<file path="src/rat_pkg.sv">
`timescale 1ns / 1ps
// ----------------------------------------------------------------------------
// Region table allocator package
// Shared widths, codes and structures for the region table cells and top.
// ----------------------------------------------------------------------------
package rat_pkg;

    localparam int MAX_ENTRIES_DEF = 16;
    localparam int POOL_BYTES_DEF  = 4096;

    localparam int KIND_W   = 2;
    localparam int START_W  = 12;
    localparam int SIZE_W   = 13;
    localparam int LAST_W   = 14;
    localparam int STATUS_W = 3;

    typedef enum logic [KIND_W-1:0] {
        KIND_ALLOC = 2'd0,
        KIND_FREE  = 2'd1,
        KIND_CLEAR = 2'd2
    } kind_t;

    typedef enum logic [STATUS_W-1:0] {
        STAT_GRANTED  = 3'd0,
        STAT_FULL     = 3'd1,
        STAT_OVERLAP  = 3'd2,
        STAT_BEYOND   = 3'd3,
        STAT_FREED    = 3'd4,
        STAT_NOTFOUND = 3'd5,
        STAT_CLEARED  = 3'd6
    } status_t;

    typedef enum logic {
        S_IDLE = 1'b0,
        S_EVAL = 1'b1
    } state_t;

    typedef struct packed {
        logic [START_W-1:0] start;
        logic [LAST_W-1:0]  last;
    } entry_t;

    typedef struct packed {
        logic load;
        logic shift;
    } cell_ctrl_t;

    typedef struct packed {
        logic overlap;
        logic match;
    } cell_flags_t;

endpackage

</file>
<file path="src/rat_cell.sv">
`timescale 1ns / 1ps
// ----------------------------------------------------------------------------
// Region table cell
// Holds one region, compares it against the current word, and loads either
// a new region or its upper neighbor's region when the table closes a gap.
// ----------------------------------------------------------------------------
module rat_cell (
    input  logic                clk,
    input  rat_pkg::cell_ctrl_t ctrl,
    input  rat_pkg::entry_t     cand,
    input  rat_pkg::entry_t     neighbor,
    output rat_pkg::entry_t     entry,
    output rat_pkg::cell_flags_t flags
);
    import rat_pkg::*;

    entry_t entry_reg;
    entry_t entry_next;

    always_comb
    begin
        entry_next = entry_reg;
        if (ctrl.load)
        begin
            entry_next = cand;
        end
        else if (ctrl.shift)
        begin
            entry_next = neighbor;
        end
    end

    always_ff @(posedge clk)
    begin
        entry_reg <= entry_next;
    end

    assign entry         = entry_reg;
    assign flags.match   = (entry_reg.start == cand.start);
    assign flags.overlap = (LAST_W'(entry_reg.start) <= cand.last) &&
                           (LAST_W'(cand.start) <= entry_reg.last);

endmodule

</file>
<file path="src/region_table_allocator.sv">
`timescale 1ns / 1ps
// ----------------------------------------------------------------------------
// Region table allocator
// Keeps a compact table of allocated (start, size) regions in a byte pool,
// grants non-overlapping allocations, frees by start offset, and clears.
// ----------------------------------------------------------------------------
// For each word, start is taken while busy is low, then busy is high
// for one evaluation cycle in which every cell of the table compares against
// the word at once and, on a free, the cells above the removed entry shift
// down by one. The result appears with done high for exactly one cycle, in
// the cycle after the evaluation cycle, and must be captured then since it
// cannot be held off. A new word can be started in that same cycle.
module region_table_allocator #(
    parameter int  MAX_ENTRIES = rat_pkg::MAX_ENTRIES_DEF,
    parameter int  POOL_BYTES  = rat_pkg::POOL_BYTES_DEF,
    localparam int CNT_W       = $clog2(MAX_ENTRIES + 1)
) (
    input  logic                          clk,
    input  logic                          rst_n,
    input  logic                          start,
    output logic                          busy,
    input  logic [rat_pkg::KIND_W-1:0]    kind,
    input  logic [rat_pkg::START_W-1:0]   region_start,
    input  logic [rat_pkg::SIZE_W-1:0]    region_size,
    output logic                          done,
    output logic [rat_pkg::STATUS_W-1:0]  status,
    output logic [rat_pkg::START_W-1:0]   granted_start,
    output logic [CNT_W-1:0]              entries_in_use
);
    import rat_pkg::*;

    localparam int SUM_W = 18;
    localparam logic [SUM_W-1:0] POOL_LIM = SUM_W'(POOL_BYTES);
    localparam logic [CNT_W-1:0] CNT_MAX  = CNT_W'(MAX_ENTRIES);

    state_t                state_reg, state_next;
    logic [KIND_W-1:0]     cmd_kind_reg, cmd_kind_next;
    logic [START_W-1:0]    cmd_start_reg, cmd_start_next;
    logic [SIZE_W-1:0]     cmd_size_reg, cmd_size_next;
    logic [CNT_W-1:0]      count_reg, count_next;
    logic                  done_reg, done_next;
    logic [STATUS_W-1:0]   status_reg, status_next;
    logic [START_W-1:0]    granted_reg, granted_next;

    entry_t                cand;
    entry_t                cell_entry [MAX_ENTRIES];
    cell_flags_t           cell_flags [MAX_ENTRIES];
    logic [MAX_ENTRIES-1:0] ovl_v;
    logic [MAX_ENTRIES:0]  seen;
    logic                  any_overlap;
    logic                  found;
    logic                  full;
    logic                  beyond;
    logic                  grant;
    logic                  free_do;
    logic [SUM_W-1:0]      end_sum;

    assign end_sum = SUM_W'(cmd_start_reg) + SUM_W'(cmd_size_reg);
    assign full    = (count_reg >= CNT_MAX);
    assign beyond  = (cmd_size_reg == '0) || (end_sum > POOL_LIM);

    assign cand.start = cmd_start_reg;
    assign cand.last  = LAST_W'(end_sum - SUM_W'(1));

    assign seen[0]     = 1'b0;
    assign any_overlap = |ovl_v;
    assign found       = seen[MAX_ENTRIES];

    assign grant   = (state_reg == S_EVAL) && (cmd_kind_reg == KIND_ALLOC) &&
                     !full && !beyond && !any_overlap;
    assign free_do = (state_reg == S_EVAL) && (cmd_kind_reg == KIND_FREE) && found;

    for (genvar i = 0; i < MAX_ENTRIES; i++)
    begin : g_cell
        logic       occ;
        cell_ctrl_t ctrl;
        entry_t     nb;

        assign occ           = (CNT_W'(i) < count_reg);
        assign ovl_v[i]      = occ && cell_flags[i].overlap;
        assign seen[i + 1]   = seen[i] || (occ && cell_flags[i].match);
        assign ctrl.load     = grant && (count_reg == CNT_W'(i));
        assign ctrl.shift    = free_do && seen[i + 1];

        if (i == MAX_ENTRIES - 1)
        begin : g_last
            assign nb = cell_entry[i];
        end
        else
        begin : g_mid
            assign nb = cell_entry[i + 1];
        end

        rat_cell u_cell (
            .clk      (clk),
            .ctrl     (ctrl),
            .cand     (cand),
            .neighbor (nb),
            .entry    (cell_entry[i]),
            .flags    (cell_flags[i])
        );
    end

    always_comb
    begin
        state_next     = state_reg;
        cmd_kind_next  = cmd_kind_reg;
        cmd_start_next = cmd_start_reg;
        cmd_size_next  = cmd_size_reg;
        count_next     = count_reg;
        done_next      = 1'b0;
        status_next    = status_reg;
        granted_next   = granted_reg;

        case (state_reg)
            S_IDLE:
            begin
                if (start)
                begin
                    cmd_kind_next  = kind;
                    cmd_start_next = region_start;
                    cmd_size_next  = region_size;
                    state_next     = S_EVAL;
                end
            end
            S_EVAL:
            begin
                state_next   = S_IDLE;
                done_next    = 1'b1;
                granted_next = '0;
                case (cmd_kind_reg)
                    KIND_ALLOC:
                    begin
                        if (full)
                        begin
                            status_next = STAT_FULL;
                        end
                        else if (beyond)
                        begin
                            status_next = STAT_BEYOND;
                        end
                        else if (any_overlap)
                        begin
                            status_next = STAT_OVERLAP;
                        end
                        else
                        begin
                            status_next  = STAT_GRANTED;
                            granted_next = cmd_start_reg;
                            count_next   = count_reg + CNT_W'(1);
                        end
                    end
                    KIND_FREE:
                    begin
                        if (found)
                        begin
                            status_next = STAT_FREED;
                            count_next  = count_reg - CNT_W'(1);
                        end
                        else
                        begin
                            status_next = STAT_NOTFOUND;
                        end
                    end
                    KIND_CLEAR:
                    begin
                        status_next = STAT_CLEARED;
                        count_next  = '0;
                    end
                    default:
                    begin
                        status_next = STAT_NOTFOUND;
                    end
                endcase
            end
            default:
            begin
                state_next = S_IDLE;
            end
        endcase
    end

    always_ff @(posedge clk or negedge rst_n)
    begin
        if (!rst_n)
        begin
            state_reg <= S_IDLE;
            count_reg <= '0;
            done_reg  <= 1'b0;
        end
        else
        begin
            state_reg <= state_next;
            count_reg <= count_next;
            done_reg  <= done_next;
        end
    end

    always_ff @(posedge clk)
    begin
        cmd_kind_reg  <= cmd_kind_next;
        cmd_start_reg <= cmd_start_next;
        cmd_size_reg  <= cmd_size_next;
        status_reg    <= status_next;
        granted_reg   <= granted_next;
    end

    assign busy           = (state_reg == S_EVAL);
    assign done           = done_reg;
    assign status         = status_reg;
    assign granted_start  = granted_reg;
    assign entries_in_use = count_reg;

endmodule
</file>
<file path="config.mk">
export PLATFORM = sky130hd
export DESIGN_NAME = region_table_allocator
export DESIGN_NICKNAME = d
export VERILOG_FILES = /design/src/rat_pkg.sv /design/src/rat_cell.sv /design/src/region_table_allocator.sv
export SDC_FILE = /design/constraint.sdc
export NUM_CORES = 1
export LEC_CHECK = 0
export ABC_AREA = 1
export BUFFER_PORTS_ARGS = -buffer_cell sky130_fd_sc_hd__clkbuf_2
export CORE_MARGIN = 2
export CORE_UTILIZATION = 45
export DETAILED_ROUTE_END_ITERATION = 8
export PLACE_DENSITY = 0.69
export SLEW_MARGIN = 20
export SYNTH_ARGS = -nofsm -noshare
export SYNTH_HDL_FRONTEND = slang
export SYNTH_SLANG_ARGS = --single-unit
</file>
<file path="constraint.sdc">
create_clock -name clk -period 10 [get_ports clk]
set_clock_uncertainty 0.05 [all_clocks]
set_input_delay 2 -clock clk [delete_from_list [all_inputs] [get_ports clk]]
set_output_delay 2 -clock clk [all_outputs]
set_load 0.01 [all_outputs]
</file>
After elaboration in Yosys (flattened, before gate mapping). Cells that the tools add are included.

Flip-flop bits (word level): 465. Input port bits: 30. Output and inout bits: 22. Logic and storage cells: 303.

Add/subtract/negate cells: 4. $lt $le $gt $ge: 50. Equal/unequal tests: 37. Mux-type cells: 43. Bitwise operators: 2. Reductions and logical operators: 127.

Operator list (number): two-way mux 26 bit (30); <= comparator 12 x 14 -> 1 bit (32); == test 12 bit (16); logical AND 1 bit (85); == test 5 x 4 -> 1 bit, second input constant (8); less-than comparator 4 x 5 -> 1 bit, first input constant (8); nonzero test 2 bit (15); == test 5 x 3 -> 1 bit, second input constant (4); less-than comparator 3 x 5 -> 1 bit, first input constant (4); two-way mux 5 bit (4); OR reduction 19 bit (1); logical OR 1 bit (16); OR reduction 16 bit (1); case mux 5 bit (3 select lines) (1); adder 12 x 13 -> 14 bit (1); greater-than comparator 14 x 13 -> 1 bit, second input constant (1); subtractor 14 x 1 -> 14 bit, second input constant (1); logical NOT 13 bit (1); == test 5 x 2 -> 1 bit, second input constant (2); less-than comparator 1 x 5 -> 1 bit, first input constant (2); less-than comparator 2 x 5 -> 1 bit, first input constant (2); case mux 3 bit (3 select lines) (1); != test 2 bit, second input constant (4); two-way mux 2 bit (3); 15 further kinds (20).

Logic depth before layout (Yosys ltp).
Depth after elaboration: 21. Mapped depth: 32. Gate-level depth less buffers: 29.

Modules after synthesis. From an unflattened synthesis, not the netlist that was laid out.

Cells, all modules: 4328. Area total of the unflattened synthesis: 35093.7 um^2.

Modules (own cells, without submodules): rat_cell (instances 16, cells each 243, area an instance 1970.6 um^2, sequential area each 780.7 um^2); region_table_allocator (instances 1, cells each 440, area an instance 3563.4 um^2, sequential area each 1436.4 um^2).

Worst setup path before layout. Ideal clock, no wire load.

Path kind: register to register. Start point: register cmd_start_reg[1]. End point: register g_cell[2].u_cell.entry_reg, in the netlist g_cell[2].u_cell.entry[0], enable pin. Setup time: 0.445 ns. Data arrival time: 5.836 ns. Required time: 9.505 ns. Setup slack: 3.668 ns. Stages on the path, launching flop included: 29. Buffers on the path: 3. Clock period less this slack: 6.332 ns. Cells stage by stage: edfxtp_1 -> fa_1 -> inv_1 -> nand2_1 -> nor2_1 -> nand3_1 -> nor2_2 -> nand3_1 -> nor2_2 -> nand2_1 -> xor2_1 -> clkbuf_1 -> ha_1 -> nand4_1 -> nor2_1 -> nand2_1 -> nand3_1 -> o21bai_1 -> a22oi_1 -> nand3_1 -> nand2_1 -> nand2_1 -> nor2_1 -> nand3_1 -> nor3_4 -> buf_8 -> nand2_4 -> buf_2 -> o21ai_0.

Longest elaborated chain between the ends: 20. Elaborated cells on any way between the ends: 124. Classes of those cells: add/sub: 2; order compare: 33; eq/ne: 16; reduce/logical: 73.

Ends and longest elaborated chain: from (decl) (line region_table_allocator.sv:38) `logic [START_W-1:0] cmd_start_reg, cmd_start_next;`; from (signal assigned) (line region_table_allocator.sv:202) `cmd_start_reg <= cmd_start_next;`; branches (longest 19 deep; another with adder 12 x 13 -> 14 bit); nonzero test 2 bit (no source line) *; to (signal assigned) (line rat_cell.sv:35) `entry_reg <= entry_next;`; to (decl) (line rat_cell.sv:17) `entry_t entry_reg;`.

Mark *: on every way between the ends. A chain may end at the register's enable or synchronous reset.

==> summary.md <==
| Metric | Value |
|---|---|
| Post-cts resize count | `0` |
| Share of layout cells above drive strength 1 | `6.74%` |
| Layout Cells excl Fill | `4692` |
| Nets@finish | `4147` |
| Synth top area share | `42.8%` |
| RSZ-0062 raised after global routing | `no` |
| Post-synthesis cell type count | `51` |
| Status | `completed` |
| Sequential-to-total area share from yosys stat | `43.4%` |
| Mean Syn Cell Area | `8.69 um2` |
| IO Count | `52` |
| CTS tree | `yes` |
| Post-DP HPWL | `66500 um` |
| Switching power share of the total | `33.7%` |
| Largest net degree at the start of global routing | `54` |
| Vias | `26806` |
| Yosys reg bits | `465` |
| Number of setup buffers added after CTS | `0` |
| Synth Net Count | `4133` |
| Hold Crit Depth | `2` |
| VDD IR-drop max | `0.135 mV` |
| WP depth | `28` |
| Syn-to-layout area delta | `9.66%` |
| Setup TNS | `0 ns` |
| Antenna viol nets, final | `0` |
| Critical Path AT | `8.58 ns` |
| DIE HEIGHT | `271 um` |
| Tot Pwr | `5450 uW` |
| Critical R2R Launch | `cmd_start_reg[0]$_DFFE_PP_` |
| Vias in the first global route | `25399` |
| Pwr dens | `155 nW/um2` |
| Startpoint types | `register` |
| Number of flip-flops under the largest register name | `416` |
| Flop2flop setup slack | `1.61 ns` |
| Top_reg_cell synth | `edfxtp_1` |
| P_leak | `0.0159 uW` |
| Ys async rst share | `1.51%` |
| Setup ws final | `1.61 ns` |
| Critical Path Start | `cmd_start_reg[0]$_DFFE_PP_` |
| Initial Utilization | `45.6%` |
| Final setup viols | `0` |
| First-iteration detailed-routing DRC count | `2450` |
| Final hold violations | `0` |
| Core area | `70400 um2` |
| Critical Path RT | `10.19 ns` |
| Placed Instances | `4597` |
| Delay-heaviest family, CP | `simple AND/OR/NAND/NOR gates` |
| Post-Synthesis Cells | `3696` |
| Clock sink count | `465` |
| Hold Path Origin | `g_cell[5].u_cell.entry[7]$_DFFE_PP_` |
| # fillers | `6540` |
| Part of the power in combinational logic | `23.8%` |
| Reg2reg path depth | `28` |
| Post-layout min period | `8.39 ns` |
| Vias per Instance | `5.71` |
| Period utilization | `83.9%` |
| Switch Pwr | `1840 uW` |
| Die area | `73500 um2` |
| Post-synth top area cell | `edfxtp_1` |
| Clock power share | `36.2%` |
| CP peak stage delay | `1.04 ns` |
| EDFF count, synth | `458` |
| GRT Residual Overflow | `0` |
| Root Driver | `clkbuf_16` |
| Maximum buffer depth of the clock tree | `3` |
| Pint | `3620 uW` |
| DRC Markers | `0` |
| CP max-delay cell | `nand2_1` |
| Wire per inst | `21.7 um` |
| Synth top area cells | `edfxtp_1 (43%), ha_1 (16%), nand2_1 (11%)` |
| Max Cap Violations | `0` |
| GPL Wtd Cong | `0.899` |
| I/O Buffers | `51` |
| Crit. End Element | `register` |
| CTS Buf Count | `51` |
| Sequential Power Share | `40.0%` |
| Clock transition at path regs | `0.06 ns` |
| Die width | `271 um` |
| Total Routing Usage GR | `27.3%` |
| Fmax | `0.119 GHz` |
| Antenna Cells | `0` |
| Worst Path Buf+Inv | `4` |
| First-pass GRT wire length | `153000 um` |
| Setup CP Type | `reg2reg` |
| Wirelength, routed | `102000 um` |
| H-tree Lvls | `2` |
| Slew @ Worst Pin | `1.12 ns` |
| Final Max Slew Viols | `0` |
| Synth Warn # | `0` |
| Worst skew pair latency | `0.64 ns` |
| Rows | `97` |
| Most frequent CP cell | `nand2_1` |
| Worst hold path class | `reg2reg` |
| Antenna violations before repair | `1` |
| Cts hold-fix bufs | `0` |
| Worst rel slew slack | `25.3%` |
| Setup WS pre-CTS | `1.76 ns` |
| Router iterations before antenna repair | `8` |
| Worst-path maximum fanout | `53` |
| Mapped cell area | `32100 um2` |
## placed cells by master, fill, tap and decap left out, types with 5 or more instances in the layout
cell / synthesis / final
nand2_1: 912 / 908
edfxtp_1: 458 / 458
ha_1: 406 / 405
inv_1: 378 / 376
o21ai_0: 240 / 232
o21ai_1: 232 / 232
nor2_1: 229 / 226
a21oi_1: 184 / 184
nand3_1: 106 / 106
xnor2_1: 61 / 60
xor2_1: 62 / 58
buf_4: 4 / 54
clkbuf_16: 0 / 51
clkbuf_2: 0 / 51
nand4_1: 50 / 50
nor3_1: 39 / 39
nor4_1: 34 / 34
o211ai_1: 22 / 22
a211oi_1: 18 / 18
nand2_2: 11 / 15
or2_2: 14 / 14
clkinv_1: 5 / 13
o22ai_1: 10 / 10
nand2_4: 9 / 9
clkinv_2: 0 / 8
nand3b_1: 7 / 7
o21a_1: 7 / 7
dfrtp_1: 7 / 7
clkinvlp_4: 0 / 7
bufinv_16: 0 / 7
a22oi_1: 6 / 6
a21boi_0: 6 / 6
o221ai_1: 6 / 6
clkbuf_1: 83 / 6
inv_2: 2 / 5
nor2_2: 4 / 5
o21ai_2: 0 / 5
## Yosys cell counts (2+ instances only)
library cell,count
inv_2,2
o21a_1,7
a22oi_1,6
o21ai_1,232
a221oi_1,4
nor4_1,34
buf_6,2
o211ai_1,22
o22ai_1,10
o21bai_1,3
buf_2,46
nand2_4,9
nor3_1,39
nand2_1,912
buf_4,4
nor3b_1,2
ha_1,406
nand2_2,11
a22o_1,2
nand3b_1,7
nor2_2,4
o21ai_0,240
xnor2_1,61
a21boi_0,6
nand4_1,50
o221ai_1,6
clkbuf_1,83
a21oi_1,184
inv_1,378
nand3_1,106
edfxtp_1,458
nor2_1,229
and3_1,2
buf_1,9
a211oi_1,18
clkinv_1,5
a41oi_1,2
or2_2,14
dfrtp_1,7
xor2_1,62
nand3_2,2
## worst register-to-register path, delay by kind of cell (launching register included)
kind                     cells  cell delay (ns)
buffers and inverters        4             1.32
adder cells (fa/ha/maj)      2             0.94
flip-flops                   1             0.32
XOR/XNOR                     1             0.48
AND/OR/NAND/NOR             20             4.66
AO/OA/AOI/OAI                1             0.18
## cell families (layout without fill, tap and decap cells)
logic type                 count (synthesis)  in the layout  synth area share, %
DFF                                      465            465                 43.4
xor gates and xnor gates                 123            123                 3.35
and+or+nand+nor                         1423           1423                 18.5
buffers and inverters                    530            586                 6.50
adders and majority gates                407            407                 15.9
AOI/OAI and AO/OA                        748            748                 12.4
## final cells by class
cell class / count / area, um2 / share of cell area [%]
tap: 940 / 1180 / 3.34
multi-input combinational: 2701 / 16300 / 46.2
clock buffer: 57 / 1300 / 3.69
inverter: 385 / 1450 / 4.10
timing repair buffer: 106 / 681 / 1.93
sequential: 465 / 13900 / 39.5
clock inverter: 38 / 424 / 1.20
## per-layer routing
layer,vias up,routed length (um),track usage (%)
li1,12745,-,-
met1,12490,40000,34.8
met2,1229,46500,45.1
met3,342,9480,4.91
met4,0,5650,13.0
met5,-,0,0
## stage by stage
step | cell area (um2) | hold slack, ns | utilization [%]
after global routing | 35200 | 0.535 | 50.0
after floorplan | 32100 | 0.402 | -
after global placement | 33500 | 0.490 | 47.5
after CTS | 35200 | 0.507 | 50.0
final | 35200 | 0.511 | 50.0
after detailed placement | 33500 | 0.498 | 47.6
## power by group through the flow
stage / Combinational (uW) / Sequential, uW / Clock (uW)
floorplan: 725 / 2210 / 0
global placement: 1240 / 2220 / 0
detailed placement: 1250 / 2220 / 0
CTS: 1260 / 2180 / 1980
global route: 1390 / 2180 / 2050
finish: 1300 / 2180 / 1970
## worst paths after layout
path | to
max in group asynchronous | entries_in_use[0]$_DFFE_PN0P_
worst min-delay path | g_cell[4].u_cell.entry[7]$_DFFE_PP_
worst min register to register | g_cell[4].u_cell.entry[7]$_DFFE_PP_
min in group asynchronous | done$_DFF_PN0_
worst max register to register | g_cell[3].u_cell.entry[0]$_DFFE_PP_
worst max-delay path | g_cell[3].u_cell.entry[0]$_DFFE_PP_
No activity file was read; power rests on OpenSTA's default activity.
